<file path="config.mk">
export PLATFORM = sky130hd
export DESIGN_NAME = tap_tempo_estimator_flat
export DESIGN_NICKNAME = d
export VERILOG_FILES = /design/src/hdl/tte_pkg.sv /design/src/hdl/tte_if.sv /design/src/hdl/tte_window.sv /design/src/hdl/tte_div.sv /design/src/hdl/tap_tempo_estimator.sv /design/src/flat_wrapper.sv
export SDC_FILE = /design/constraint.sdc
export NUM_CORES = 1
export LEC_CHECK = 0
export ABC_CLOCK_PERIOD_IN_PS = 24900
export BUFFER_PORTS_ARGS = -buffer_cell sky130_fd_sc_hd__buf_2
export CELL_PAD_IN_SITES_DETAIL_PLACEMENT = 1
export CELL_PAD_IN_SITES_GLOBAL_PLACEMENT = 1
export CORE_UTILIZATION = 45
export DETAILED_ROUTE_END_ITERATION = 6
export PLACE_DENSITY_LB_ADDON = 0.1
export SETUP_SLACK_MARGIN = 0.02
export SYNTH_ARGS = -nofsm -noshare
export SYNTH_HDL_FRONTEND = slang
export SYNTH_HIERARCHICAL = 1
export SYNTH_SLANG_ARGS = --single-unit
</file>
<file path="constraint.sdc">
create_clock -name clk -period 24.9 [get_ports clk]
set_clock_uncertainty 0.05 [all_clocks]
set_input_delay 2.49 -clock clk [delete_from_list [all_inputs] [get_ports clk]]
set_output_delay 2.49 -clock clk [all_outputs]
set_load 0.01 [all_outputs]
</file>
<file path="src/hdl/tte_pkg.sv">
// shared constants and types of the tap tempo estimator
package tte_pkg;

  localparam int WINDOW_DEPTH_DEF = 4;

  localparam int TIME_W     = 32;
  localparam int BPM_W      = 10;
  localparam int IVL_W      = 16;
  localparam int CFG_IDX_W  = 3;
  localparam int CFG_DATA_W = 16;

  localparam logic [15:0] MS_PER_MINUTE = 16'd60000;

  // configuration register indexes
  localparam logic [CFG_IDX_W-1:0] CFG_MIN_BPM  = 3'd0;
  localparam logic [CFG_IDX_W-1:0] CFG_MAX_BPM  = 3'd1;
  localparam logic [CFG_IDX_W-1:0] CFG_SEQ_TMO  = 3'd2;
  localparam logic [CFG_IDX_W-1:0] CFG_MIN_IVL  = 3'd3;
  localparam logic [CFG_IDX_W-1:0] CFG_MAX_IVL  = 3'd4;

  // register reset values
  localparam logic [BPM_W-1:0] MIN_BPM_RST = 10'd30;
  localparam logic [BPM_W-1:0] MAX_BPM_RST = 10'd300;
  localparam logic [IVL_W-1:0] SEQ_TMO_RST = 16'd2000;
  localparam logic [IVL_W-1:0] MIN_IVL_RST = 16'd100;
  localparam logic [IVL_W-1:0] MAX_IVL_RST = 16'd2000;

  // window control from the sequencer
  typedef struct packed {
    logic             clear;
    logic             push;
    logic [IVL_W-1:0] data;
  } win_ctl_t;

  // divider status
  typedef struct packed {
    logic busy;
    logic done;
  } div_stat_t;

endpackage

</file>
<file path="src/hdl/tte_if.sv">
// tap and tempo channel interfaces
interface tte_tap_if;
  logic                        valid;
  logic                        ready;
  logic [tte_pkg::TIME_W-1:0]  tap_time_ms;

  modport source (output valid, output tap_time_ms, input ready);
  modport sink   (input valid, input tap_time_ms, output ready);
endinterface

interface tte_bpm_if;
  logic                       valid;
  logic                       ready;
  logic [tte_pkg::BPM_W-1:0]  bpm;

  modport source (output valid, output bpm, input ready);
  modport sink   (input valid, input bpm, output ready);
endinterface

</file>
<file path="src/hdl/tte_window.sv">
// sliding window of tap intervals with fill count
module tte_window #(
  parameter int WINDOW_DEPTH = tte_pkg::WINDOW_DEPTH_DEF,
  localparam int FILL_W = $clog2(WINDOW_DEPTH + 1),
  localparam int IDX_W  = (WINDOW_DEPTH > 1) ? $clog2(WINDOW_DEPTH) : 1
) (
  input  logic                         clk,
  input  logic                         rst_n,
  input  tte_pkg::win_ctl_t            ctl,
  input  logic [IDX_W-1:0]             rd_idx,
  output logic [tte_pkg::IVL_W-1:0]    rd_data,
  output logic [FILL_W-1:0]            fill
);

  logic [tte_pkg::IVL_W-1:0] win_r [WINDOW_DEPTH];
  logic [FILL_W-1:0]         fill_r;
  logic [FILL_W-1:0]         fill_nxt;

  // newest entry at index 0, oldest falls off the far end
  always_ff @(posedge clk) begin
    if (ctl.push) begin
      win_r[0] <= ctl.data;
      for (int i = 1; i < WINDOW_DEPTH; i++) begin
        win_r[i] <= win_r[i-1];
      end
    end
  end

  always_comb begin
    fill_nxt = fill_r;
    if (ctl.clear) begin
      fill_nxt = '0;
    end else if (ctl.push && (fill_r != FILL_W'(WINDOW_DEPTH))) begin
      fill_nxt = FILL_W'(fill_r + 1'b1);
    end
  end

  always_ff @(posedge clk) begin
    if (!rst_n) begin
      fill_r <= '0;
    end else begin
      fill_r <= fill_nxt;
    end
  end

  assign rd_data = win_r[rd_idx];
  assign fill    = fill_r;

endmodule

</file>
<file path="src/hdl/tte_div.sv">
// restoring divider, one quotient bit per cycle
module tte_div #(
  parameter int NUM_W = 20,
  parameter int DEN_W = 19
) (
  input  logic                 clk,
  input  logic                 rst_n,
  input  logic                 start,
  input  logic [NUM_W-1:0]     dividend,
  input  logic [DEN_W-1:0]     divisor,
  output tte_pkg::div_stat_t   stat,
  output logic [NUM_W-1:0]     quotient
);

  localparam int CNT_W = $clog2(NUM_W + 1);

  logic [DEN_W-1:0] rem_r;
  logic [NUM_W-1:0] quo_r;
  logic [DEN_W-1:0] den_r;
  logic [CNT_W-1:0] cnt_r;
  logic             busy_r;
  logic             done_r;

  logic [DEN_W:0]   trial;
  logic             fits;
  logic [DEN_W:0]   diff;

  assign trial = {rem_r, quo_r[NUM_W-1]};
  assign fits  = trial >= {1'b0, den_r};
  assign diff  = trial - {1'b0, den_r};

  always_ff @(posedge clk) begin
    if (start) begin
      rem_r <= '0;
      quo_r <= dividend;
      den_r <= divisor;
    end else if (busy_r) begin
      rem_r <= fits ? diff[DEN_W-1:0] : trial[DEN_W-1:0];
      quo_r <= {quo_r[NUM_W-2:0], fits};
    end
  end

  always_ff @(posedge clk) begin
    if (!rst_n) begin
      busy_r <= 1'b0;
      done_r <= 1'b0;
      cnt_r  <= '0;
    end else begin
      done_r <= 1'b0;
      if (start) begin
        busy_r <= 1'b1;
        cnt_r  <= CNT_W'(NUM_W);
      end else if (busy_r) begin
        cnt_r <= CNT_W'(cnt_r - 1'b1);
        if (cnt_r == CNT_W'(1)) begin
          busy_r <= 1'b0;
          done_r <= 1'b1;
        end
      end
    end
  end

  assign stat.busy = busy_r;
  assign stat.done = done_r;
  assign quotient  = quo_r;

endmodule

</file>
<file path="src/hdl/tap_tempo_estimator.sv">
// tap tempo estimator top level: sequencer, registers and output stage
// One tap beat is taken at a time. A tap that ends early (bad limits, first tap or
// timeout, interval out of range) goes from the check state straight to the done state.
// A tap that enters the window is summed over fill entries, where fill is
// the window count after the tap, and NUM_W = 17 + clog2(WINDOW_DEPTH+1) is the number
// of steps of the shared restoring divider (20 steps at the default depth of 4).
// The divider produces one quotient bit per cycle; the window sum adds one
// entry per cycle through the single read port of the window. The result sits in an
// output register, so the next tap is taken while the previous tempo still waits,
// but a finished result only leaves the sequencer once that register is free.
// Configuration writes land at once; they are meant for idle times only.
module tap_tempo_estimator #(
  parameter int WINDOW_DEPTH = tte_pkg::WINDOW_DEPTH_DEF
) (
  input  logic                            clk,
  input  logic                            rst_n,
  tte_tap_if.sink                         in_tap,
  tte_bpm_if.source                       out_bpm,
  input  logic                            cfg_we,
  input  logic [tte_pkg::CFG_IDX_W-1:0]   cfg_idx,
  input  logic [tte_pkg::CFG_DATA_W-1:0]  cfg_wdata
);

  localparam int FILL_W = $clog2(WINDOW_DEPTH + 1);
  localparam int IDX_W  = (WINDOW_DEPTH > 1) ? $clog2(WINDOW_DEPTH) : 1;
  localparam int SUM_W  = tte_pkg::IVL_W + FILL_W;
  localparam int NUM_W  = SUM_W + 1;

  typedef enum logic [5:0] {
    S_IDLE  = 6'b000001,
    S_CHECK = 6'b000010,
    S_SUM   = 6'b000100,
    S_PREP  = 6'b001000,
    S_DIV   = 6'b010000,
    S_DONE  = 6'b100000
  } state_t;

  state_t state_r, state_nxt;

  // configuration registers
  logic [tte_pkg::BPM_W-1:0] min_bpm_r;
  logic [tte_pkg::BPM_W-1:0] max_bpm_r;
  logic [tte_pkg::IVL_W-1:0] seq_tmo_r;
  logic [tte_pkg::IVL_W-1:0] min_ivl_r;
  logic [tte_pkg::IVL_W-1:0] max_ivl_r;

  // tap history
  logic [tte_pkg::TIME_W-1:0] last_r, last_nxt;
  logic                       have_r, have_nxt;
  logic [tte_pkg::TIME_W-1:0] tap_r;

  // sum loop and result
  logic [FILL_W-1:0]          cnt_r, cnt_nxt;
  logic [SUM_W-1:0]           acc_r, acc_nxt;
  logic [tte_pkg::BPM_W-1:0]  res_r, res_nxt;

  // output register
  logic                       out_valid_r;
  logic [tte_pkg::BPM_W-1:0]  out_bpm_r;
  logic                       out_load;

  // window and divider hookup
  tte_pkg::win_ctl_t          win_ctl;
  logic [IDX_W-1:0]           win_rd_idx;
  logic [tte_pkg::IVL_W-1:0]  win_rd_data;
  logic [FILL_W-1:0]          win_fill;

  logic                       div_start;
  logic [NUM_W-1:0]           div_num;
  tte_pkg::div_stat_t         div_stat;
  logic [NUM_W-1:0]           div_quo;

  // tap checks
  logic [tte_pkg::TIME_W-1:0] gap;
  logic                       limits_bad;
  logic                       new_seq;
  logic                       ivl_bad;
  logic                       in_acc;

  assign in_acc     = in_tap.valid && in_tap.ready;
  assign gap        = tap_r - last_r;
  assign limits_bad = (min_bpm_r == '0) || (max_bpm_r == '0) || (min_bpm_r > max_bpm_r);
  assign new_seq    = !have_r || (gap > {16'd0, seq_tmo_r});
  assign ivl_bad    = (gap < {16'd0, min_ivl_r}) || (gap > {16'd0, max_ivl_r});

  // numerator 60000*count + sum/2 for rounding to nearest
  assign div_num = NUM_W'(NUM_W'(tte_pkg::MS_PER_MINUTE) * NUM_W'(win_fill))
                 + NUM_W'(acc_r >> 1);

  assign win_rd_idx = cnt_r[IDX_W-1:0];

  // config writes, out-of-range indexes are dropped
  always_ff @(posedge clk) begin
    if (!rst_n) begin
      min_bpm_r <= tte_pkg::MIN_BPM_RST;
      max_bpm_r <= tte_pkg::MAX_BPM_RST;
      seq_tmo_r <= tte_pkg::SEQ_TMO_RST;
      min_ivl_r <= tte_pkg::MIN_IVL_RST;
      max_ivl_r <= tte_pkg::MAX_IVL_RST;
    end else if (cfg_we) begin
      unique case (cfg_idx)
        tte_pkg::CFG_MIN_BPM: min_bpm_r <= cfg_wdata[tte_pkg::BPM_W-1:0];
        tte_pkg::CFG_MAX_BPM: max_bpm_r <= cfg_wdata[tte_pkg::BPM_W-1:0];
        tte_pkg::CFG_SEQ_TMO: seq_tmo_r <= cfg_wdata;
        tte_pkg::CFG_MIN_IVL: min_ivl_r <= cfg_wdata;
        tte_pkg::CFG_MAX_IVL: max_ivl_r <= cfg_wdata;
        default: ;
      endcase
    end
  end

  // sequencer
  always_comb begin
    state_nxt     = state_r;
    last_nxt      = last_r;
    have_nxt      = have_r;
    cnt_nxt       = cnt_r;
    acc_nxt       = acc_r;
    res_nxt       = res_r;
    win_ctl.clear = 1'b0;
    win_ctl.push  = 1'b0;
    win_ctl.data  = gap[tte_pkg::IVL_W-1:0];
    div_start     = 1'b0;
    out_load      = 1'b0;

    unique case (state_r)
      S_IDLE: begin
        if (in_acc) begin
          state_nxt = S_CHECK;
        end
      end
      S_CHECK: begin
        res_nxt = '0;
        if (limits_bad) begin
          // nothing changes on bad limits
          state_nxt = S_DONE;
        end else if (new_seq) begin
          win_ctl.clear = 1'b1;
          last_nxt      = tap_r;
          have_nxt      = 1'b1;
          state_nxt     = S_DONE;
        end else if (ivl_bad) begin
          win_ctl.clear = 1'b1;
          last_nxt      = tap_r;
          state_nxt     = S_DONE;
        end else begin
          win_ctl.push = 1'b1;
          last_nxt     = tap_r;
          cnt_nxt      = '0;
          acc_nxt      = '0;
          state_nxt    = S_SUM;
        end
      end
      S_SUM: begin
        // one window entry per cycle, fill is at least one here
        acc_nxt = SUM_W'(acc_r + SUM_W'(win_rd_data));
        cnt_nxt = FILL_W'(cnt_r + 1'b1);
        if (FILL_W'(cnt_r + 1'b1) == win_fill) begin
          state_nxt = S_PREP;
        end
      end
      S_PREP: begin
        if (acc_r == '0) begin
          // all stored intervals are zero
          res_nxt   = '0;
          state_nxt = S_DONE;
        end else begin
          div_start = 1'b1;
          state_nxt = S_DIV;
        end
      end
      S_DIV: begin
        if (div_stat.done) begin
          priority if (div_quo < NUM_W'(min_bpm_r)) begin
            res_nxt = min_bpm_r;
          end else if (div_quo > NUM_W'(max_bpm_r)) begin
            res_nxt = max_bpm_r;
          end else begin
            res_nxt = div_quo[tte_pkg::BPM_W-1:0];
          end
          state_nxt = S_DONE;
        end
      end
      S_DONE: begin
        // hand over once the output register is free
        if (!out_valid_r || out_bpm.ready) begin
          out_load  = 1'b1;
          state_nxt = S_IDLE;
        end
      end
      default: begin
        state_nxt = S_IDLE;
      end
    endcase
  end

  always_ff @(posedge clk) begin
    if (!rst_n) begin
      state_r <= S_IDLE;
      have_r  <= 1'b0;
      last_r  <= '0;
    end else begin
      state_r <= state_nxt;
      have_r  <= have_nxt;
      last_r  <= last_nxt;
    end
  end

  always_ff @(posedge clk) begin
    if (in_acc) begin
      tap_r <= in_tap.tap_time_ms;
    end
    cnt_r <= cnt_nxt;
    acc_r <= acc_nxt;
    res_r <= res_nxt;
  end

  // output register
  always_ff @(posedge clk) begin
    if (!rst_n) begin
      out_valid_r <= 1'b0;
    end else if (out_load) begin
      out_valid_r <= 1'b1;
    end else if (out_bpm.ready) begin
      out_valid_r <= 1'b0;
    end
  end

  always_ff @(posedge clk) begin
    if (out_load) begin
      out_bpm_r <= res_r;
    end
  end

  assign in_tap.ready  = (state_r == S_IDLE);
  assign out_bpm.valid = out_valid_r;
  assign out_bpm.bpm   = out_bpm_r;

  tte_window #(
    .WINDOW_DEPTH (WINDOW_DEPTH)
  ) u_window (
    .clk     (clk),
    .rst_n   (rst_n),
    .ctl     (win_ctl),
    .rd_idx  (win_rd_idx),
    .rd_data (win_rd_data),
    .fill    (win_fill)
  );

  tte_div #(
    .NUM_W (NUM_W),
    .DEN_W (SUM_W)
  ) u_div (
    .clk      (clk),
    .rst_n    (rst_n),
    .start    (div_start),
    .dividend (div_num),
    .divisor  (acc_r),
    .stat     (div_stat),
    .quotient (div_quo)
  );

endmodule

</file>
<file path="src/flat_wrapper.sv">
// flat-port wrapper written by rule: the top's interface ports become plain ports
module tap_tempo_estimator_flat 
#(
  parameter int WINDOW_DEPTH = tte_pkg::WINDOW_DEPTH_DEF
)
  (clk, rst_n, cfg_we, cfg_idx, cfg_wdata, in_tap_valid, in_tap_tap_time_ms, in_tap_ready, out_bpm_valid, out_bpm_bpm, out_bpm_ready);
  tte_tap_if in_tap_i ();
  tte_bpm_if out_bpm_i ();
  input  logic clk;
  input  logic rst_n;
  input  logic cfg_we;
  input  logic [tte_pkg::CFG_IDX_W-1:0] cfg_idx;
  input  logic [tte_pkg::CFG_DATA_W-1:0] cfg_wdata;
  input wire logic [$bits(in_tap_i.valid)-1:0] in_tap_valid;
  input wire logic [$bits(in_tap_i.tap_time_ms)-1:0] in_tap_tap_time_ms;
  output wire logic [$bits(in_tap_i.ready)-1:0] in_tap_ready;
  output wire logic [$bits(out_bpm_i.valid)-1:0] out_bpm_valid;
  output wire logic [$bits(out_bpm_i.bpm)-1:0] out_bpm_bpm;
  input wire logic [$bits(out_bpm_i.ready)-1:0] out_bpm_ready;
  assign in_tap_i.valid = in_tap_valid;
  assign in_tap_i.tap_time_ms = in_tap_tap_time_ms;
  assign in_tap_ready = in_tap_i.ready;
  assign out_bpm_valid = out_bpm_i.valid;
  assign out_bpm_bpm = out_bpm_i.bpm;
  assign out_bpm_i.ready = out_bpm_ready;
  tap_tempo_estimator #(.WINDOW_DEPTH(WINDOW_DEPTH)) u_core (.clk(clk), .rst_n(rst_n), .in_tap(in_tap_i), .out_bpm(out_bpm_i), .cfg_we(cfg_we), .cfg_idx(cfg_idx), .cfg_wdata(cfg_wdata));
endmodule
</file>
==> results.json <==
{
  "crit_slowest_cell": "sky130_fd_sc_hd__a222oi_1",
  "power.static_leakage_nw": 7.97,
  "instances_no_fill": 2493,
  "fp.dieW_um": 204,
  "post-route-cell-area_um2": 20400,
  "final_hold_viol_count": 0,
  "hold_path.startpoint": "u_core/res_r[3]",
  "critical_path.max_stage_delay_ns": 0.65,
  "synth_nets": 2118,
  "nets": 2172,
  "design_power_total_mw": 1.39,
  "cts_setup_buffers": 0,
  "cts_tree": "built",
  "cts_root_buffer": "sky130_fd_sc_hd__clkbuf_16",
  "rrSetupSlack_ns": 17.84,
  "drt_drc_violations_left": 0,
  "cts_made_buffers": 37,
  "grt_pass1_wl_um": 79400,
  "period_needed_ns": 7.06,
  "timing.rr.start": "u_core/tap_r[0]",
  "rsz0062_at_grt": "false",
  "slew_viol_final": 0,
  "post_drt_via_cell_ratio": 5.72,
  "timing.hold.worst.class": "flop to flop",
  "synthToLayoutAreaGrowth_pct": 10.8,
  "pre_cts_slack_ns": 17.68,
  "timing.setup.tns_ns": 0,
  "synth_warnings": 6,
  "area.sequential_um2": 8060,
  "initialDrtViolationCount": 683,
  "clock_tree.buffer_depth": 3,
  "htreeDepth": 2,
  "multi_input_area_um2": 9510,
  "overflow": 0,
  "critical_path.endpoint_type": "flop",
  "maxCapViolations": 0,
  "power_density_nw_per_um2": 68.0,
  "utilization": 0.510,
  "critPathTopFamily": "compound AO/OA/AOI/OAI gates",
  "clock-sinks": 314,
  "finalWirelength_um": 49600,
  "worst_ep_arrival_time_ns": 7.49,
  "postLayoutSetupSlackWorst_ns": 17.84,
  "worstHoldEndpoint": "u_core/out_bpm.bpm[3]",
  "reg2regPathDepth": 24,
  "antennaDiodeCount": 0,
  "grt.total_usage": 0.242,
  "critPathKind": "flop to flop",
  "placement_rows": 73,
  "setup_viol": 0,
  "coreArea_um2": 40100,
  "timing.critical_path.from_type": "flop",
  "fp.dieArea_um2": 41800,
  "max-slew-margin-rel": 0.256,
  "path_clk_slew_ns": 0.05,
  "clock_insertion_delay_at_the_later_pin_of_the_skew_report_ns": 0.55,
  "syn-mean-instance-area_um2": 9.78,
  "fp.dieH_um": 204,
  "timing.critical_path.cells": "inv_1 > ha_1 > fa_1 > nand2b_1 > a21o_1 > a21oi_2 > nor3_1 > o21bai_1 > a21oi_1 > xnor2_1 > ha_1 > a21oi_1 > a21boi_1 > or4b_1 > a211o_1 > a222oi_1 > o2111ai_1 > or4_1 > nor4_2 > nand4b_1 > nor2_4 > buf_4 > a21boi_0 > mux2i_1",
  "post-route-period-util": 0.284,
  "critical_path.n_buffers_inverters": 2,
  "drive_gt1_frac": 0.101,
  "floorplan.io_pins": 68,
  "worst_ep_required_time_ns": 25.32,
  "placed_area_um2": 19200,
  "fmax_ghz": 0.142,
  "grt_pass1_vias": 14900,
  "hold_slack_ns": 0.370,
  "hpwlAfterDp_um": 37000,
  "hold_path_depth": 0,
  "antenna_left": 0,
  "number_of_hold_buffers_added_after_cts": 0,
  "final_cell_mix": "sky130_fd_sc_hd__nand2_1 (241), sky130_fd_sc_hd__edfxtp_1 (177), sky130_fd_sc_hd__ha_1 (170)",
  "gpl.final_weighted_congestion": 0.878,
  "wire_per_inst_um": 19.9,
  "ctsResizeCount": 0,
  "detailedRoute.firstPassIterationCount": 5,
  "synthesis.instances": 1886,
  "peak_supply_drop_mv": 0.0590,
  "start_util": 0.460,
  "worst-path-max-fanout": 67,
  "outcome": "finished clean",
  "numPlacedInstances": 2426,
  "vias": 14300,
  "buffer_ports.inserted": 67,
  "maximum_number_of_pins_on_one_net_before_global_route_repair": 70,
  "transition_time_at_the_pin_with_the_least_slew_margin_ns": 1.11,
  "r2r_end": "u_core/u_window/fill[1]",
  "grt_antenna_before_repair": 0,
  "mappedNetlistArea_um2": 18400,
  "layout_commonest_cell": "sky130_fd_sc_hd__nand2_1",
  "fillers": 4524
}
==> state kept, by name, indices dropped and copies added, names as in the netlist, 16 cells and up <==
signal / cells
u_core/last_r: 32
u_core/seq_tmo_r: 16
u_core/u_div/den_r: 19
u_core/u_div/quotient: 20
u_core/acc_r: 19
u_core/max_ivl_r: 16
u_core/min_ivl_r: 16
u_core/tap_r: 32
u_core/u_window/win_r: 64
u_core/u_div/rem_r: 19
==> final cells by class <==
| type | instances | share of cell area |
|---|---|---|
| Multi-Input combinational cell | 1348 | 0.465 |
| Sequential cell | 314 | 0.394 |
| Clock buffer | 48 | 0.0498 |
| Tap cell | 525 | 0.0321 |
| Inverter | 161 | 0.0296 |
| Timing Repair Buffer | 78 | 0.0204 |
| Clock inverter | 19 | 0.00857 |
==> per-layer routing <==
layer	wire [µm]	vias up	track usage
met5	0	-	0
met4	1540	0	0.0893
met3	1790	76	0.0338
met2	23600	225	0.411
met1	22700	7021	0.313
li1	-	6944	-
==> power by group <==
group / total [mW] / switching, mW / internal [mW] / leakage (nW)
Clock: 0.536 / 0.216 / 0.320 / 0.583
Combinational: 0.273 / 0.171 / 0.102 / 4.64
Sequential: 0.580 / 0.0124 / 0.567 / 2.75
==> worst max-delay path by stage <==
stage,startpoint,depth (start not counted),to,slack (ns)
2_1_floorplan,u_core/tap_r[0],23,u_core/u_window/fill[0],16.85
3_3_place_gp,u_core/tap_r[0],24,u_core/u_window/fill[1],18.02
3_5_place_dp,u_core/tap_r[0],24,u_core/u_window/fill[1],17.68
4_1_cts,u_core/tap_r[0],24,u_core/u_window/fill[1],17.68
5_1_grt,u_core/tap_r[0],24,u_core/u_window/fill[1],17.39
6_report,u_core/tap_r[0],24,u_core/u_window/fill[1],17.84
No activity file was read; power rests on OpenSTA's default activity.
